File: config.mk
export PLATFORM = sky130hd
export DESIGN_NAME = slot_select_grant_controller_unit
export DESIGN_NICKNAME = d
export VERILOG_FILES = /design/src/rtl/sscg_pkg.sv /design/src/rtl/slot_select_grant_controller_unit.sv /design/src/rtl/sscg_text_mem.sv /design/src/rtl/sscg_tick.sv
export SDC_FILE = /design/constraint.sdc
export NUM_CORES = 1
export LEC_CHECK = 0
export BUFFER_PORTS_ARGS = -buffer_cell sky130_fd_sc_hd__buf_2
export CORE_ASPECT_RATIO = 1.75
export CORE_MARGIN = 2
export CORE_UTILIZATION = 55
export CTS_CLUSTER_DIAMETER = 150
export DETAILED_ROUTE_END_ITERATION = 16
export PLACE_DENSITY = 0.82
export SYNTH_ARGS = -nofsm -noshare
export SYNTH_HDL_FRONTEND = slang
export SYNTH_HIERARCHICAL = 1
export SYNTH_SLANG_ARGS = --single-unit
File: constraint.sdc
create_clock -name clk -period 8.9 [get_ports clk]
set_input_delay 0.89 -clock clk [delete_from_list [all_inputs] [get_ports clk]]
set_output_delay 0.89 -clock clk [all_outputs]
set_load 0.01 [all_outputs]
File: src/rtl/sscg_pkg.sv
package sscg_pkg;

	// Message store geometry
	localparam int TEXT_LEN = 20;
	localparam int PosW     = (TEXT_LEN > 1) ? $clog2(TEXT_LEN) : 1;
	localparam int FillW    = $clog2(TEXT_LEN + 1);

	// Register reset values and indexes
	localparam logic [15:0] GRANT_RST = 16'd2000;
	localparam logic [7:0]  DEB_RST   = 8'd70;
	localparam logic        REG_GRANT = 1'b0;
	localparam logic        REG_DEB   = 1'b1;

	// Slot codes
	localparam logic [1:0] SLOT_NONE  = 2'd0;
	localparam logic [1:0] SLOT_ONE   = 2'd1;
	localparam logic [1:0] SLOT_THREE = 2'd2;

	// Characters
	localparam logic [7:0] CH_DASH  = 8'h2D;
	localparam logic [7:0] CH_ONE   = 8'h31;
	localparam logic [7:0] CH_THREE = 8'h33;
	localparam logic [7:0] CH_V     = 8'h56;
	localparam logic [7:0] CH_O     = 8'h4F;
	localparam logic [7:0] CH_D     = 8'h44;
	localparam logic [7:0] CH_N     = 8'h4E;
	localparam logic [7:0] CH_SPACE = 8'h20;
	localparam logic [7:0] CH_CR    = 8'h0D;
	localparam logic [7:0] CH_LF    = 8'h0A;
	localparam logic [7:0] CH_NUL   = 8'h00;

	// Slot and timer state
	typedef struct packed {
		logic [1:0]  latch;
		logic [15:0] gcount;
		logic [7:0]  hold1;
		logic [7:0]  hold3;
		logic [1:0]  relay;
	} slot_st_t;

	// One result item
	typedef struct packed {
		logic       relay_one;
		logic       relay_three;
		logic [1:0] latched_slot;
		logic       slot_changed;
		logic       reply_valid;
		logic [7:0] reply_byte;
		logic       text_valid;
		logic [7:0] text_byte;
		logic       text_last;
	} res_t;

endpackage

File: src/rtl/slot_select_grant_controller_unit.sv
// Channel  | Handshake              | Payload
// ---------+------------------------+-----------------------------------------------
// input    | in_valid / in_ready    | cmd, button_one, button_three, rx_byte, rx_error
// result   | out_valid / out_ready  | relay_*, latched_slot, slot_changed, reply_*, text_*
// config   | cfg_we                 | cfg_index, cfg_data (16 bit)
//
// An item sits in an input register, then is processed once the output register
// is free and no message walk runs; each item gives one result, but a capture
// terminator gives none of its own and walks the message memory instead: read,
// then load the output register once it is free, for 20 results in all.
// Reset (arst_n low) clears all control state; the message memory is not cleared,
// a fill count marks the entries written since the last capture start.
// A new item is taken while a result waits in the output register.
module slot_select_grant_controller_unit (
	input  logic        clk,
	input  logic        arst_n,
	input  logic        in_valid,
	output logic        in_ready,
	input  logic        cmd,
	input  logic        button_one,
	input  logic        button_three,
	input  logic [7:0]  rx_byte,
	input  logic        rx_error,
	output logic        out_valid,
	input  logic        out_ready,
	output logic        relay_one,
	output logic        relay_three,
	output logic [1:0]  latched_slot,
	output logic        slot_changed,
	output logic        reply_valid,
	output logic [7:0]  reply_byte,
	output logic        text_valid,
	output logic [7:0]  text_byte,
	output logic        text_last,
	input  logic        cfg_we,
	input  logic        cfg_index,
	input  logic [15:0] cfg_data
);
	import sscg_pkg::*;

	localparam logic [1:0] ST_IDLE = 2'd0;
	localparam logic [1:0] ST_RD   = 2'd1;
	localparam logic [1:0] ST_WT   = 2'd2;
	localparam logic [PosW-1:0] LAST = PosW'(TEXT_LEN - 1);

	logic [1:0]      st_q;
	logic [15:0]     grant_q;
	logic [7:0]      deb_q;
	slot_st_t        slot_q, tick_nx, slot_nx;
	logic [1:0]      rep_slot_q, rep_slot_nx;
	logic            cap_q, cap_nx;
	logic [PosW-1:0] wpos_q, wpos_nx;
	logic [FillW-1:0] fill_q, fill_nx;
	logic [PosW-1:0] idx_q;
	logic            rd_ok_q;
	logic            in_full_q;
	logic            cmd_q, b1_q, b3_q, err_q;
	logic [7:0]      byte_q;
	logic            out_valid_q;
	res_t            out_q, stat_res, emit_res;
	logic [7:0]      mem_rdata;
	logic            out_free, proc, term, wr_txt;
	logic            ld_stat, ld_emit;
	logic            rep_v;
	logic [7:0]      rep_b;
	logic            last_emit;

	function automatic logic last_pos(input logic [PosW-1:0] p);
		return p == LAST;
	endfunction

	function automatic logic [7:0] slot_char(input logic [1:0] s);
		logic [7:0] c;
		c = CH_DASH;
		if (s == SLOT_ONE) c = CH_ONE;
		else if (s == SLOT_THREE) c = CH_THREE;
		return c;
	endfunction

	// Tick update of slot state
	sscg_tick u_tick (
		.cur          (slot_q),
		.button_one   (b1_q),
		.button_three (b3_q),
		.debounce     (deb_q),
		.nxt          (tick_nx)
	);

	// Message store
	sscg_text_mem u_mem (
		.clk   (clk),
		.we    (proc && wr_txt),
		.waddr (wpos_q),
		.wdata (byte_q),
		.re    (st_q == ST_RD),
		.raddr (idx_q),
		.rdata (mem_rdata)
	);

	assign in_ready = !in_full_q;
	assign out_free = !out_valid_q || out_ready;
	assign proc     = (st_q == ST_IDLE) && in_full_q && out_free;
	assign term     = cmd_q && !err_q && cap_q &&
			(byte_q == CH_CR || byte_q == CH_LF || byte_q == CH_NUL);
	assign last_emit = (idx_q == LAST);
	assign ld_stat  = proc && !term;
	assign ld_emit  = (st_q == ST_WT) && out_free;

	// Next state for one processed item
	always_comb begin
		slot_nx     = slot_q;
		rep_slot_nx = rep_slot_q;
		cap_nx      = cap_q;
		wpos_nx     = wpos_q;
		fill_nx     = fill_q;
		wr_txt      = 1'b0;
		rep_v       = 1'b0;
		rep_b       = 8'h00;
		if (!cmd_q) begin
			slot_nx = tick_nx;
		end else if (!err_q) begin
			if (cap_q) begin
				if (!term) begin
					wr_txt  = 1'b1;
					fill_nx = FillW'(wpos_q) + FillW'(1);
					wpos_nx = last_pos(wpos_q) ? LAST : wpos_q + PosW'(1);
				end
			end else begin
				case (byte_q)
					CH_V: begin
						rep_v       = 1'b1;
						rep_b       = slot_char(slot_q.latch);
						rep_slot_nx = slot_q.latch;
					end
					CH_O: begin
						rep_v = 1'b1;
						if (rep_slot_q == SLOT_ONE || rep_slot_q == SLOT_THREE) begin
							slot_nx.relay  = slot_q.relay |
									((rep_slot_q == SLOT_ONE) ? 2'b01 : 2'b10);
							slot_nx.gcount = grant_q;
							rep_b          = CH_D;
						end else begin
							rep_b = CH_N;
						end
					end
					CH_D: begin
						cap_nx  = 1'b1;
						wpos_nx = '0;
						fill_nx = '0;
					end
					default: ;
				endcase
			end
		end
	end

	// Status result of a processed item
	always_comb begin
		stat_res              = '0;
		stat_res.relay_one    = slot_nx.relay[0];
		stat_res.relay_three  = slot_nx.relay[1];
		stat_res.latched_slot = slot_nx.latch;
		stat_res.slot_changed = slot_nx.latch != slot_q.latch;
		stat_res.reply_valid  = rep_v;
		stat_res.reply_byte   = rep_b;
	end

	// Message byte result; entries past the fill count read as space
	always_comb begin
		emit_res              = '0;
		emit_res.relay_one    = slot_q.relay[0];
		emit_res.relay_three  = slot_q.relay[1];
		emit_res.latched_slot = slot_q.latch;
		emit_res.reply_valid  = last_emit;
		emit_res.reply_byte   = last_emit ? CH_D : 8'h00;
		emit_res.text_valid   = 1'b1;
		emit_res.text_byte    = rd_ok_q ? mem_rdata : CH_SPACE;
		emit_res.text_last    = last_emit;
	end

	// Configuration registers
	always_ff @(posedge clk or negedge arst_n) begin
		if (!arst_n) begin
			grant_q <= GRANT_RST;
			deb_q   <= DEB_RST;
		end else if (cfg_we) begin
			if (cfg_index == REG_GRANT) begin
				grant_q <= cfg_data;
			end else begin
				deb_q <= cfg_data[7:0];
			end
		end
	end

	// Hold the input transfer
	always_ff @(posedge clk) begin
		if (in_valid && in_ready) begin
			cmd_q  <= cmd;
			b1_q   <= button_one;
			b3_q   <= button_three;
			byte_q <= rx_byte;
			err_q  <= rx_error;
		end
	end

	// Control: process, walk the message, drive the output register
	always_ff @(posedge clk or negedge arst_n) begin
		if (!arst_n) begin
			st_q        <= ST_IDLE;
			slot_q      <= '0;
			rep_slot_q  <= SLOT_NONE;
			cap_q       <= 1'b0;
			wpos_q      <= '0;
			fill_q      <= '0;
			idx_q       <= '0;
			rd_ok_q     <= 1'b0;
			in_full_q   <= 1'b0;
			out_valid_q <= 1'b0;
		end else begin
			out_valid_q <= ld_stat || ld_emit || (out_valid_q && !out_ready);
			if (in_valid && in_ready) begin
				in_full_q <= 1'b1;
			end
			unique case (st_q)
				ST_IDLE: begin
					if (proc) begin
						in_full_q <= 1'b0;
						if (term) begin
							cap_q <= 1'b0;
							idx_q <= '0;
							st_q  <= ST_RD;
						end else begin
							slot_q      <= slot_nx;
							rep_slot_q  <= rep_slot_nx;
							cap_q       <= cap_nx;
							wpos_q      <= wpos_nx;
							fill_q      <= fill_nx;
						end
					end
				end
				ST_RD: begin
					rd_ok_q <= FillW'(idx_q) < fill_q;
					st_q    <= ST_WT;
				end
				ST_WT: begin
					if (out_free) begin
						if (last_emit) begin
							st_q <= ST_IDLE;
						end else begin
							idx_q <= idx_q + PosW'(1);
							st_q  <= ST_RD;
						end
					end
				end
				default: st_q <= ST_IDLE;
			endcase
		end
	end

	// Output register payload
	always_ff @(posedge clk) begin
		if (ld_stat) begin
			out_q <= stat_res;
		end else if (ld_emit) begin
			out_q <= emit_res;
		end
	end

	assign out_valid    = out_valid_q;
	assign relay_one    = out_q.relay_one;
	assign relay_three  = out_q.relay_three;
	assign latched_slot = out_q.latched_slot;
	assign slot_changed = out_q.slot_changed;
	assign reply_valid  = out_q.reply_valid;
	assign reply_byte   = out_q.reply_byte;
	assign text_valid   = out_q.text_valid;
	assign text_byte    = out_q.text_byte;
	assign text_last    = out_q.text_last;

	// Capture is off while the message is walked
	a_no_cap_emit: assert property (@(posedge clk) disable iff (!arst_n)
			(st_q != ST_IDLE) |-> !cap_q)
		else $error("capture active during message walk");

	// Write position and fill count stay inside the store
	a_pos_range: assert property (@(posedge clk) disable iff (!arst_n)
			(wpos_q <= LAST) && (fill_q <= FillW'(TEXT_LEN)))
		else $error("message position out of range");

	// Latched and reported slot codes never take the unused value
	a_slot_code: assert property (@(posedge clk) disable iff (!arst_n)
			(slot_q.latch != 2'd3) && (rep_slot_q != 2'd3))
		else $error("illegal slot code");

	// A walk ends in a last byte that also carries the reply
	a_last_reply: assert property (@(posedge clk) disable iff (!arst_n)
			(st_q == ST_WT && out_free && last_emit) |=>
			(out_valid_q && out_q.text_last && out_q.reply_valid && st_q == ST_IDLE))
		else $error("message walk ended without final reply");

endmodule

File: src/rtl/sscg_text_mem.sv
module sscg_text_mem (
	input  logic                     clk,
	input  logic                     we,
	input  logic [sscg_pkg::PosW-1:0] waddr,
	input  logic [7:0]               wdata,
	input  logic                     re,
	input  logic [sscg_pkg::PosW-1:0] raddr,
	output logic [7:0]               rdata
);
	import sscg_pkg::*;

	logic [7:0] mem [TEXT_LEN];

	// Write port
	always_ff @(posedge clk) begin
		if (we) begin
			mem[waddr] <= wdata;
		end
	end

	// Registered read port
	always_ff @(posedge clk) begin
		if (re) begin
			rdata <= mem[raddr];
		end
	end

endmodule

File: src/rtl/sscg_tick.sv
module sscg_tick (
	input  sscg_pkg::slot_st_t cur,
	input  logic               button_one,
	input  logic               button_three,
	input  logic [7:0]         debounce,
	output sscg_pkg::slot_st_t nxt
);
	import sscg_pkg::*;

	slot_st_t s;

	always_comb begin
		s = cur;
		// Count down the grant timer
		if (cur.gcount != 16'd0) begin
			s.gcount = cur.gcount - 16'd1;
		end
		// Slot one hold counter, checked first
		if (button_one) begin
			if (s.latch == SLOT_NONE) begin
				s.hold1 = cur.hold1 + 8'd1;
				if (cur.hold1 == debounce) begin
					s.latch = SLOT_ONE;
				end
			end
		end else begin
			s.hold1 = 8'd0;
		end
		// Slot three hold counter sees the latch after slot one
		if (button_three) begin
			if (s.latch == SLOT_NONE) begin
				s.hold3 = cur.hold3 + 8'd1;
				if (cur.hold3 == debounce) begin
					s.latch = SLOT_THREE;
				end
			end
		end else begin
			s.hold3 = 8'd0;
		end
		// Drop latch and relays once idle and released
		if (s.gcount == 16'd0 && s.hold1 == 8'd0 && s.hold3 == 8'd0 &&
				s.latch != SLOT_NONE) begin
			s.relay = 2'b00;
			s.latch = SLOT_NONE;
		end
		nxt = s;
	end

endmodule
==> results.md, run 1 <==
- Slowest stage delay, CP: 1.00 ns
- Worst R2R Path Depth: 6
- Worst EP required: slightly above 9 ns
- Area after DPL: 0.0135 sq mm
- Yosys cell types: 85
- # setup viols final: 0
- CTS tree: yes
- Buf/Inv on CP: 1
- Status: completed
- Layout cells sized above 1: around 19%
- Worst slew margin: between 20% and 30%
- Clk sinks: approximately 290
- Post-synth EDFFs: 192
- Critical path's top delay family: simple AND/OR/NAND/NOR gates
- DR vias: 8285
- Reg2reg start: byte_q[2]
- Die area: roughly 0.025 sq mm
- Cells after Synth: roughly 960
- Setup crit end kind: flip-flop
- Setup crit start: byte_q[2]
- Final Skew: around 0.017 ns
- ANT nets after route: 0
- Sequential cell area fraction in the yosys report: roughly 62%
- Area leader, netlist: edfxtp_1
- Post-CTS Setup Inserts: 0
- Worst setup SP type: flip-flop
- Top cell types by occurrence after synthesis: edfxtp_1, nand2_1, dfrtp_1, nor2_1, o21ai_0
- Syn_nets: approximately 1000
- R2R Path End: u_mem/mem[0][7]
- Synth warn: 6
- Clock Latency Late Sink: 0.53 ns
- RD Place Congestion: between 0.9 and 1
- Clk buf depth: 3
- Row cnt: 74
- Antenna violations before repair: 0
- Final nets: 1056
- R2r setup slk: about 5.4 ns
- Fmax: ~0.28 GHz
- Critical path's slowest cell: edfxtp_1
- Via density: about 6.2
- Setup CP Type: flip-flop to flip-flop
- Peak VDD IR: 162 uV
- IO Port Bufs: 58
- First-pass GRT wire length: ~46000 microns
- Critical path fanouts, max: 25
- Die Wd: ~120 microns
- Synth async-reset ratio: between 20% and 30%
- Final Max Slew Viols: 0
- Root buffer cell: clkbuf_16
- Starting DRT DRC Count: between 800 and 900
- Critical path cell sequence: nand4bb_1 -> nand3_1 -> a311o_1 -> inv_1 -> or3b_2 -> nor2_1
- CTS resizes: 0
- Hold Violations, Final: 0
- Post-DP HPWL: 20400 microns
- TNS Setup: 0 ns
- Cell Pwr Density: roughly 240 mW/mm^2
- Vias in the first global route: 8526
- DR DRC count: 0
- Max H-tree Level: 1
- Core ar.: roughly 0.023 sq mm
- Total Wirelength: approximately 30000 microns
- Seq. cell area: ~0.0081 sq mm
- Area growth syn-to-layout: 10.6%
- Mapped Area: between 0.01 and 0.015 sq mm
- Die Ht: a little over 200 microns
- Synth area leaders: edfxtp_1, dfrtp_1, mux4_2, nand2_1, xnor2_1
- Clk slew on worst S/H paths: roughly 0.07 ns
- Cts bufs inserted: 25
- Hold Crit Class: input pin to async pin
- Leakage: roughly 5.1 nW
- Fill cells: 1679
- Crit path time final: 3.52 ns
- Total grt overflow: 0
- Ant diodes: 0
- Hold Buf Count CTS: 0
- RSZ-0062 raised after global routing: no
- Multi-input logic area: 0.00457 sq mm
- Routed WL per cell: 22.0 microns
- Initial core utilization: ~56%
- GR Util All Layers: 23.9%
- Syn_area_per_cell: 13.6 sq um
- Maxcap violations: 0
- First-pass DRT Iterations: 8
- Design area: 0.0144 sq mm
- Most used DFF post-synth: edfxtp_1
- IO Count: 60
- Critical Path AT: roughly 3.7 ns
- Yosys reg bits: 285
- Top-count cell post-synth: edfxtp_1
- Final period util: around 40%
- Worst-margin pin slew: between 1 and 1.5 ns
- Post-synth top area share: 44.4%
- Largest net degree at the start of global routing: 55
==> flip-flops by register name (all words and copies together), names as in the netlist, 6 cells and up <==
signal / cells
u_mem/mem: 160
slot_q: 32
grant_q: 16
byte_q: 8
deb_q: 8
text_byte: 8
u_mem/rdata: 8
reply_byte: 6
==> metal layers <==
layer / share of wire (%) / up-vias / global-route usage, %
li1: - / 3725 / -
met1: 34 / 4122 / 25.8
met2: 55 / 334 / 44.6
met3: 5.0 / 104 / 3.00
met4: 5.5 / 0 / 12.9
met5: 0 / - / 0
==> power by group <==
group | internal [mW] | total (mW) | switching, mW
clock network | 0.673 | 1.17 | 0.495
logic | 0.201 | 0.491 | 0.290
registers | 1.55 | 1.71 | 0.162
==> final cells by class <==
| type | count | area share, % |
|---|---|---|
| flip-flops and latches | 285 | 56.1 |
| multi-input cells | 603 | 31.8 |
| clock buffers | 26 | 4.38 |
| well taps | 304 | 2.65 |
| repair buffers | 67 | 2.51 |
| clock inverters | 20 | 1.83 |
| inverters | 27 | 0.706 |
==> cells by family (layout without fill, tap and decap cells) <==
family,after synthesis,after routing,share of synthesized area [%]
AND/OR/NAND/NOR,318,318,12.7
flip-flops,285,285,62.1
AO/OA/AOI/OAI,140,140,7.86
multiplexers,84,84,10.2
buffers and inverters,69,140,2.75
XOR/XNOR,47,47,3.17
adder cells (fa/ha/maj),13,13,1.25
other,1,1,0.0289
==> how the worst max path moves through the flow <==
stage                                   to  slack (ns)  cells past startpoint
final                      u_mem/mem[0][7]        5.38                      6
after global routing      u_mem/mem[12][7]        5.19                      6
after CTS                  u_mem/mem[0][6]        5.39                      6
after detailed placement  u_mem/mem[12][2]        4.96                      7
after global placement    u_mem/mem[16][4]        5.02                      7
after floorplan            u_mem/mem[0][0]        5.82                      7
==> layout by cell type, fill, tap and decap left out, types with 5 or more instances in the layout <==
cell type,count
a21o_1,9
a21oi_1,20
a221oi_1,7
a22o_1,5
and2_1,9
buf_2,57
buf_4,10
bufinv_16,5
clkbuf_16,25
dfrtp_1,73
dfstp_2,9
dfxtp_1,10
edfxtp_1,192
ha_1,13
inv_1,26
inv_6,6
mux2_2,26
mux2i_1,24
mux4_1,11
mux4_2,21
nand2_1,103
nand2b_1,9
nand3_1,22
nand3b_1,5
nand4_1,17
nor2_1,68
nor2b_1,8
nor3_1,11
nor4_1,5
o211ai_1,8
o21ai_0,37
o221a_1,10
o221a_2,7
or2_2,5
or3_1,21
or4_1,8
xnor2_1,34
xor2_1,13
==> through the flow <==
stage                     setup WS [ns]  hold WS (ns)  utilization (%)  total power, mW  instances
final                              5.38         0.312             61.8             3.37       1332
after detailed placement           4.96         0.454             57.9             2.22       1286
after floorplan                    5.82         0.440                -             2.04        957
after CTS                          5.39         0.320             61.8             3.38       1332
after global routing               5.19         0.346             61.8             3.50       1332
after global placement             5.02         0.443             57.9             2.21       1286
Note: power is estimated with default switching activity, not from simulation.
==> inputs of run 2 (changes only) <==
- ABC_AREA: default -> 1
- PLACE_DENSITY: 0.82 -> 0.81
- clock period: 8.9 -> 3.4 ns (I/O delays scaled with it)
==> run 2 against run 1 <==
  * Worst hold slack got worse by 0.29 ns
  * Sequential power increased to 2.8 times the previous value
  * Die area increased by 5.5%
  * Non-clock buffer count increased by 45
  * Largest power group unchanged
  * Largest cell class unchanged
  * Area after synthesis increased by 5.6%
==> results.md, run 2 <==
- # setup viols final: 0
- Clk buf depth: 3
- Mapped Area: around 0.014 sq mm
- Yosys cell types: 43
- Ant diodes: 0
- Cell Pwr Density: 761 mW/mm^2
- Yosys reg bits: between 200 and 300
- Syn_nets: ~1500
- Leakage: ~6.8 nW
- Largest register FFs: between 150 and 200
- Synth area leaders: edfxtp_1, dfrtp_1, nand2_1, nand3_1, inv_1
- Biggest register: u_mem/mem
- Via density: roughly 5.6
- Largest regs: u_mem/mem (160), slot_q (32), grant_q (16)
- Final nets: roughly 1600
- Hold Path Origin: in_valid
- Synth warn: 6
- Fill cells: 1929
- Total Wirelength: between 30000 and 40000 microns
- Top-count cell post-synth: nand2_1
- Final Max Slew Viols: 0
- Max H-tree Level: 1
- CTS tree: yes
- Routed WL per cell: about 18 microns
- Worst EP required: ~3.7 ns
- Root buffer cell: clkbuf_16
- Maxcap violations: 0
- Seq. cell area: a little over 0.008 sq mm
- Worst slew margin: approximately a fifth
- First-pass DRT Iterations: 5
- Antenna violations before repair: 0
- Total grt overflow: 0
- Critical path fanouts, max: 9
- Worst hold path depth: 3
- Post-synth EDFFs: between 150 and 200
- Pwr Total: ~12 mW
- R2R Path End: slot_changed
- Die Ht: roughly 210 microns
- Reg2reg start: emit_res[21]
- Cells after Synth: 1432
- IO Count: 60
- Clock Latency Late Sink: 0.55 ns
- Worst setup SP type: flip-flop
- Crit path time final: 3.04 ns
- First-pass GRT wire length: 53900 microns
- IO Port Bufs: between 50 and 60
- Setup crit start: emit_res[21]
- Clk slew on worst S/H paths: 0.07 ns
- Commonest non-fill, non-tap cells in the layout: nand2_1, edfxtp_1, nand3_1
- Peak VDD IR: 831 uV
- Sequential cell area fraction in the yosys report: between 50% and 60%
- Initial core utilization: a little under three fifths
- CTS resizes: 0
- Setup crit end kind: flip-flop
- Hold Violations, Final: 0
- Hold Crit Class: input pin to flip-flop
- Multi-input logic area: about 0.0048 sq mm
- RSZ-0062 raised after global routing: no
- Area leader, netlist: edfxtp_1
- Setup CP Type: flip-flop to flip-flop
- Critical Path AT: roughly 3.3 ns
- Top cell types by occurrence after synthesis: nand2_1, edfxtp_1, nand3_1, inv_1, nor2_1
- Row cnt: 76
- Clk sinks: 285
- Syn_area_per_cell: roughly 9.6 sq um
- WHS Endpoint: in_full_q
- Post-DP HPWL: 23700 microns
- Die Wd: 123 microns
- Cts bufs inserted: 26
- ANT nets after route: 0
- Post-synth top area share: between 40% and 50%
- Status: completed
- Final period util: ~89%
- Worst-margin pin slew: around 1.2 ns
- Layout cells sized above 1: 15.7%
- DR DRC count: 0
- GR Util All Layers: about 27%
- Vias in the first global route: roughly 11000
- Core ar.: 0.0245 sq mm
- Area growth syn-to-layout: 12.2%
- Die area: approximately 0.026 sq mm
- Worst R2R Path Depth: 16
- Largest net degree at the start of global routing: 81
- TNS Setup: 0 ns
- R2r setup slk: about 0.36 ns
- Fmax: between 0.3 and 0.4 GHz
- Synth async-reset ratio: 29.1%
- Most used DFF post-synth: edfxtp_1
- DR vias: 10368
- Final Skew: 0.0201 ns
- Most common cell after layout, fill and taps aside: nand2_1
- Starting DRT DRC Count: ~850
- RD Place Congestion: 0.925
-- run 2: cell count changes in the layout (fill, tap and decap cells not counted), sizes merged, moves of 13 or more --
cell and change:
nand3 +152, nand2 +376, dlygate4sd3 +13, or3 -21
o221a -17, mux4 -32, inv +97, xnor2 -26
o21ai +25, mux2i -24, nor2 +47, buf +32
-- run 2: repair_timing --
| item | CTS | global route |
|---|---|---|
| endpoints found under the hold margin | 36 | 0 |
| buffers inserted | 0 | 0 |
| hold buffers | 13 | 0 |
-- run 2: worst max-delay path by stage --
stage | slack [ns] | cells after the start | to
floorplan | 0.92 | 11 | u_mem/mem[11][0]
global placement | 0.57 | 16 | slot_changed
detailed placement | 0.44 | 16 | slot_changed
CTS | 0.42 | 16 | slot_changed
global route | 0.13 | 16 | slot_changed
finish | 0.36 | 16 | slot_changed
-- run 2: cells by family (layout without fill, tap and decap cells) --
family / count (synthesis) / in the layout / synth area share [%]
AOI/OAI and AO/OA: 93 / 93 / 3.65
xor gates and xnor gates: 23 / 23 / 1.47
adders and majority gates: 13 / 13 / 1.19
buffers and inverters: 181 / 288 / 6.43
DFF: 285 / 285 / 58.8
muxes: 24 / 24 / 2.25
other: 1 / 1 / 0.0274
and+or+nand+nor: 812 / 812 / 26.2
-- run 2: area by class of cell --
class / instances / share of cell area [%]
Multi-Input combinational cell: 966 / 31.0
Clock inverter: 20 / 1.73
Timing Repair Buffer: 112 / 4.75
Inverter: 128 / 3.19
Tap cell: 312 / 2.54
Clock buffer: 28 / 4.42
Sequential cell: 285 / 52.4
-- run 2: through the flow --
stage | util, % | hold WS, ns | worst slack, ns | instance area [sq um] | instances
2_1_floorplan | - | 0.0444 | 0.916 | 13700 | 1432
3_3_place_gp | 58.3 | 0.260 | 0.570 | 14300 | 1790
3_5_place_dp | 58.3 | 0.258 | 0.440 | 14300 | 1790
4_1_cts | 62.7 | 0.00284 | 0.424 | 15400 | 1851
5_1_grt | 62.7 | 0.0247 | 0.128 | 15400 | 1851
6_report | 62.7 | 0.0206 | 0.361 | 15400 | 1851
-- run 2: critical path: stages, from the launching register on --
cell and delay (ns):
dfrtp_1 0.49, inv_2 0.12, nand2_2 0.06, nor2_2 0.11, nand2_1 0.07, nor2_2 0.17
nand3_4 0.16, nand3_1 0.13, nand2_1 0.05, o21ai_0 0.52, nand3_1 0.18, nor2_2 0.18
nor2_1 0.06, nand2_1 0.06, o21ai_0 0.13, xor2_1 0.20, a21oi_1 0.09
-- run 2: where the power goes --
group / internal [mW] / switching [mW] / total (mW)
combinational: 1.17 / 2.58 / 3.75
clock: 1.91 / 1.29 / 3.20
sequential: 4.27 / 0.482 / 4.75
-- run 2: per-layer routing --
| metal | track usage (%) | share of wire, % | routed length (microns) |
|---|---|---|---|
| met1 | 26.9 | 33 | 11300 |
| met2 | 50.0 | 54 | 18500 |
| met3 | 3.53 | 4.6 | 1570 |
| met4 | 19.6 | 7.9 | 2690 |
| met5 | 0 | 0 | 0 |
==> inputs of run 3 (changes only) <==
- ABC_AREA: 1 -> default
- PLACE_DENSITY: 0.81 -> 0.82
==> run 3 against run 2 <==
  * The run now ends with hold timing left
  * Sequential cell count did not move
  * Utilization rose by 0.69 points
  * Global-route usage fell by 3.3 points
  * Worst setup slack got worse by 0.11 ns
  * Register-to-register slack got worse by 0.11 ns
  * First-iteration DRC count fell by 30%
  * Largest power group unchanged
  * Highest routed layer unchanged
==> results.md, run 3 (synthesis gave the netlist of run 1 again) <==
- Status: finished, violations left
- Failing checks: hold timing
- Crit path time final: about 3.2 ns
- RSZ-0062 raised after global routing: no
- Routed WL per cell: roughly 21 microns
- Post-DP HPWL: between 20000 and 25000 microns
- IO Count: 60
- # setup viols final: 0
- Antenna violations before repair: 0
- Core ar.: ~0.023 sq mm
- Clk sinks: between 200 and 300
- Commonest non-fill, non-tap cells in the layout: edfxtp_1, nand2_1, dfrtp_1
- Total grt overflow: 0
- Largest net degree at the start of global routing: 84
- Most common cell after layout, fill and taps aside: edfxtp_1
- DR vias: between 8000 and 9000
- Inst Count DP: 1326
- Critical path fanouts, max: 10
- Largest regs: u_mem/mem (160), slot_q (32), grant_q (16)
- First-pass DRT Iterations: 5
- Area growth syn-to-layout: 13.5%
- Final core utilization: roughly 63%
- Setup CP Type: flip-flop to flip-flop
- Worst slew margin: about 28%
- Final Skew: roughly 0.011 ns
- Starting DRT DRC Count: 599
- ANT nets after route: 0
- Clk slew on worst S/H paths: 0.07 ns
- Die area: between 0.02 and 0.025 sq mm
- Peak VDD IR: between 400 and 500 uV
- Critical Path AT: about 3.4 ns
- Reg2reg start: emit_res[21]
- Die Wd: roughly 120 microns
- Initial core utilization: 55.8%
- Hold Crit Class: input pin to async pin
- GR Util All Layers: 23.8%
- Pwr Total: between 8 and 9 mW
- Root buffer cell: clkbuf_16
- Largest register FFs: 160
- Leakage: ~5.3 nW
- Hold Violations, Final: 14
- Cell Pwr Density: around 600 mW/mm^2
- Worst-margin pin slew: 1.08 ns
- Final period util: just over 90%
- IO Port Bufs: a little under 60
- Post-CTS Setup Inserts: 0
- Final nets: ~1100
- Total Wirelength: ~29000 microns
- Fmax: 0.317 GHz
- Row cnt: 74
- Setup crit start: emit_res[21]
- Cts bufs inserted: 27
- Multi-input logic area: ~0.0046 sq mm
- Fill cells: 1732
- Die Ht: 207 microns
- Vias in the first global route: approximately 8700
- Clock Latency Late Sink: 0.54 ns
- TNS Setup: 0 ns
- Final Max Slew Viols: 0
- Ant diodes: 0
- Max H-tree Level: 1
- Finished Layout Cells: around 1400
- Maxcap violations: 0
- Final Hold Slack: -0.0262 ns
- Setup crit end kind: flip-flop
- Worst EP required: approximately 3.7 ns
- Seq. cell area: about 0.0081 sq mm
- CTS tree: yes
- First-pass GRT wire length: 46300 microns
- RD Place Congestion: 0.888
- Via density: just over 6
- DR DRC count: 0
- Layout cells sized above 1: 21.8%
- Clk buf depth: 3
- Biggest register: u_mem/mem
- Worst setup SP type: flip-flop
==> run 3: changes by cell type in the layout (fill, tap and decap cells not counted), sizes merged, moves of 12 or more <==
cell   previous run  this run
o221a             0        17
mux2i             0        24
o21ai            65        40
inv             130        29
mux4              0        32
xnor2             8        34
nand2           479       103
nor2            116        69
nand4            29        17
nand3           175        23
or3               0        21
==> run 3: routing by layer <==
metal	GRT usage [%]	up-vias	routed length (microns)
met1	25.5	4208	10200
li1	-	3829	-
met2	45.3	274	16500
met3	3.03	72	1230
met4	10.9	0	1270
met5	0	-	0
==> run 3: cell type report <==
cell class	count	area share, %
flip-flops and latches	285	54.7
multi-input cells	603	31.0
repair buffers	119	5.30
clock buffers	31	4.69
well taps	304	2.58
clock inverters	17	1.04
inverters	27	0.688
==> run 3: repair_timing <==
action                                  in CTS  in global routing
resized for setup                            0                  1
hold endpoints to repair                    12                  0
endpoints found under the setup margin       0                  4
hold buffers                                12                  0
==> run 3: path summary, 6_finish.rpt <==
path,end,slack [ns],depth (start not counted)
setup / recovery,relay_one,0.25,10
hold / removal,slot_q[20],-0.03,1
setup reg to reg,relay_one,0.25,10
hold reg to reg,text_byte[4],0.47,2
max in group asynchronous,idx_q[0],2.65,1
min in group clk,grant_q[12],0.03,2
==> run 3: critical path, cell delays in order, from the launching register on <==
cell and delay [ns]:
dfrtp_1 0.52, nor2_1 0.56, and2_1 0.27, o31ai_1 0.15, buf_4 0.17, xnor2_1 0.15, a211oi_1 0.32, and4_4 0.32
a21boi_1 0.08, o31ai_1 0.29, a21oi_1 0.07
==> run 3: stage by stage <==
| stage | cell area, sq um | setup WS, ns |
|---|---|---|
| final | 14700 | 0.249 |
| after global routing | 14700 | 0.0303 |
| after CTS | 14700 | 0.198 |
| after detailed placement | 13800 | 0.238 |
| after global placement | 13800 | 0.232 |
| after floorplan | 13000 | 0.568 |
==> run 3: power breakdown <==
part,leakage (nW),switching [mW],internal (mW)
Combinational,2.09,0.849,0.577
Sequential,2.82,0.349,4.06
Clock,0.392,1.27,1.62
Total,5.31,2.47,6.26
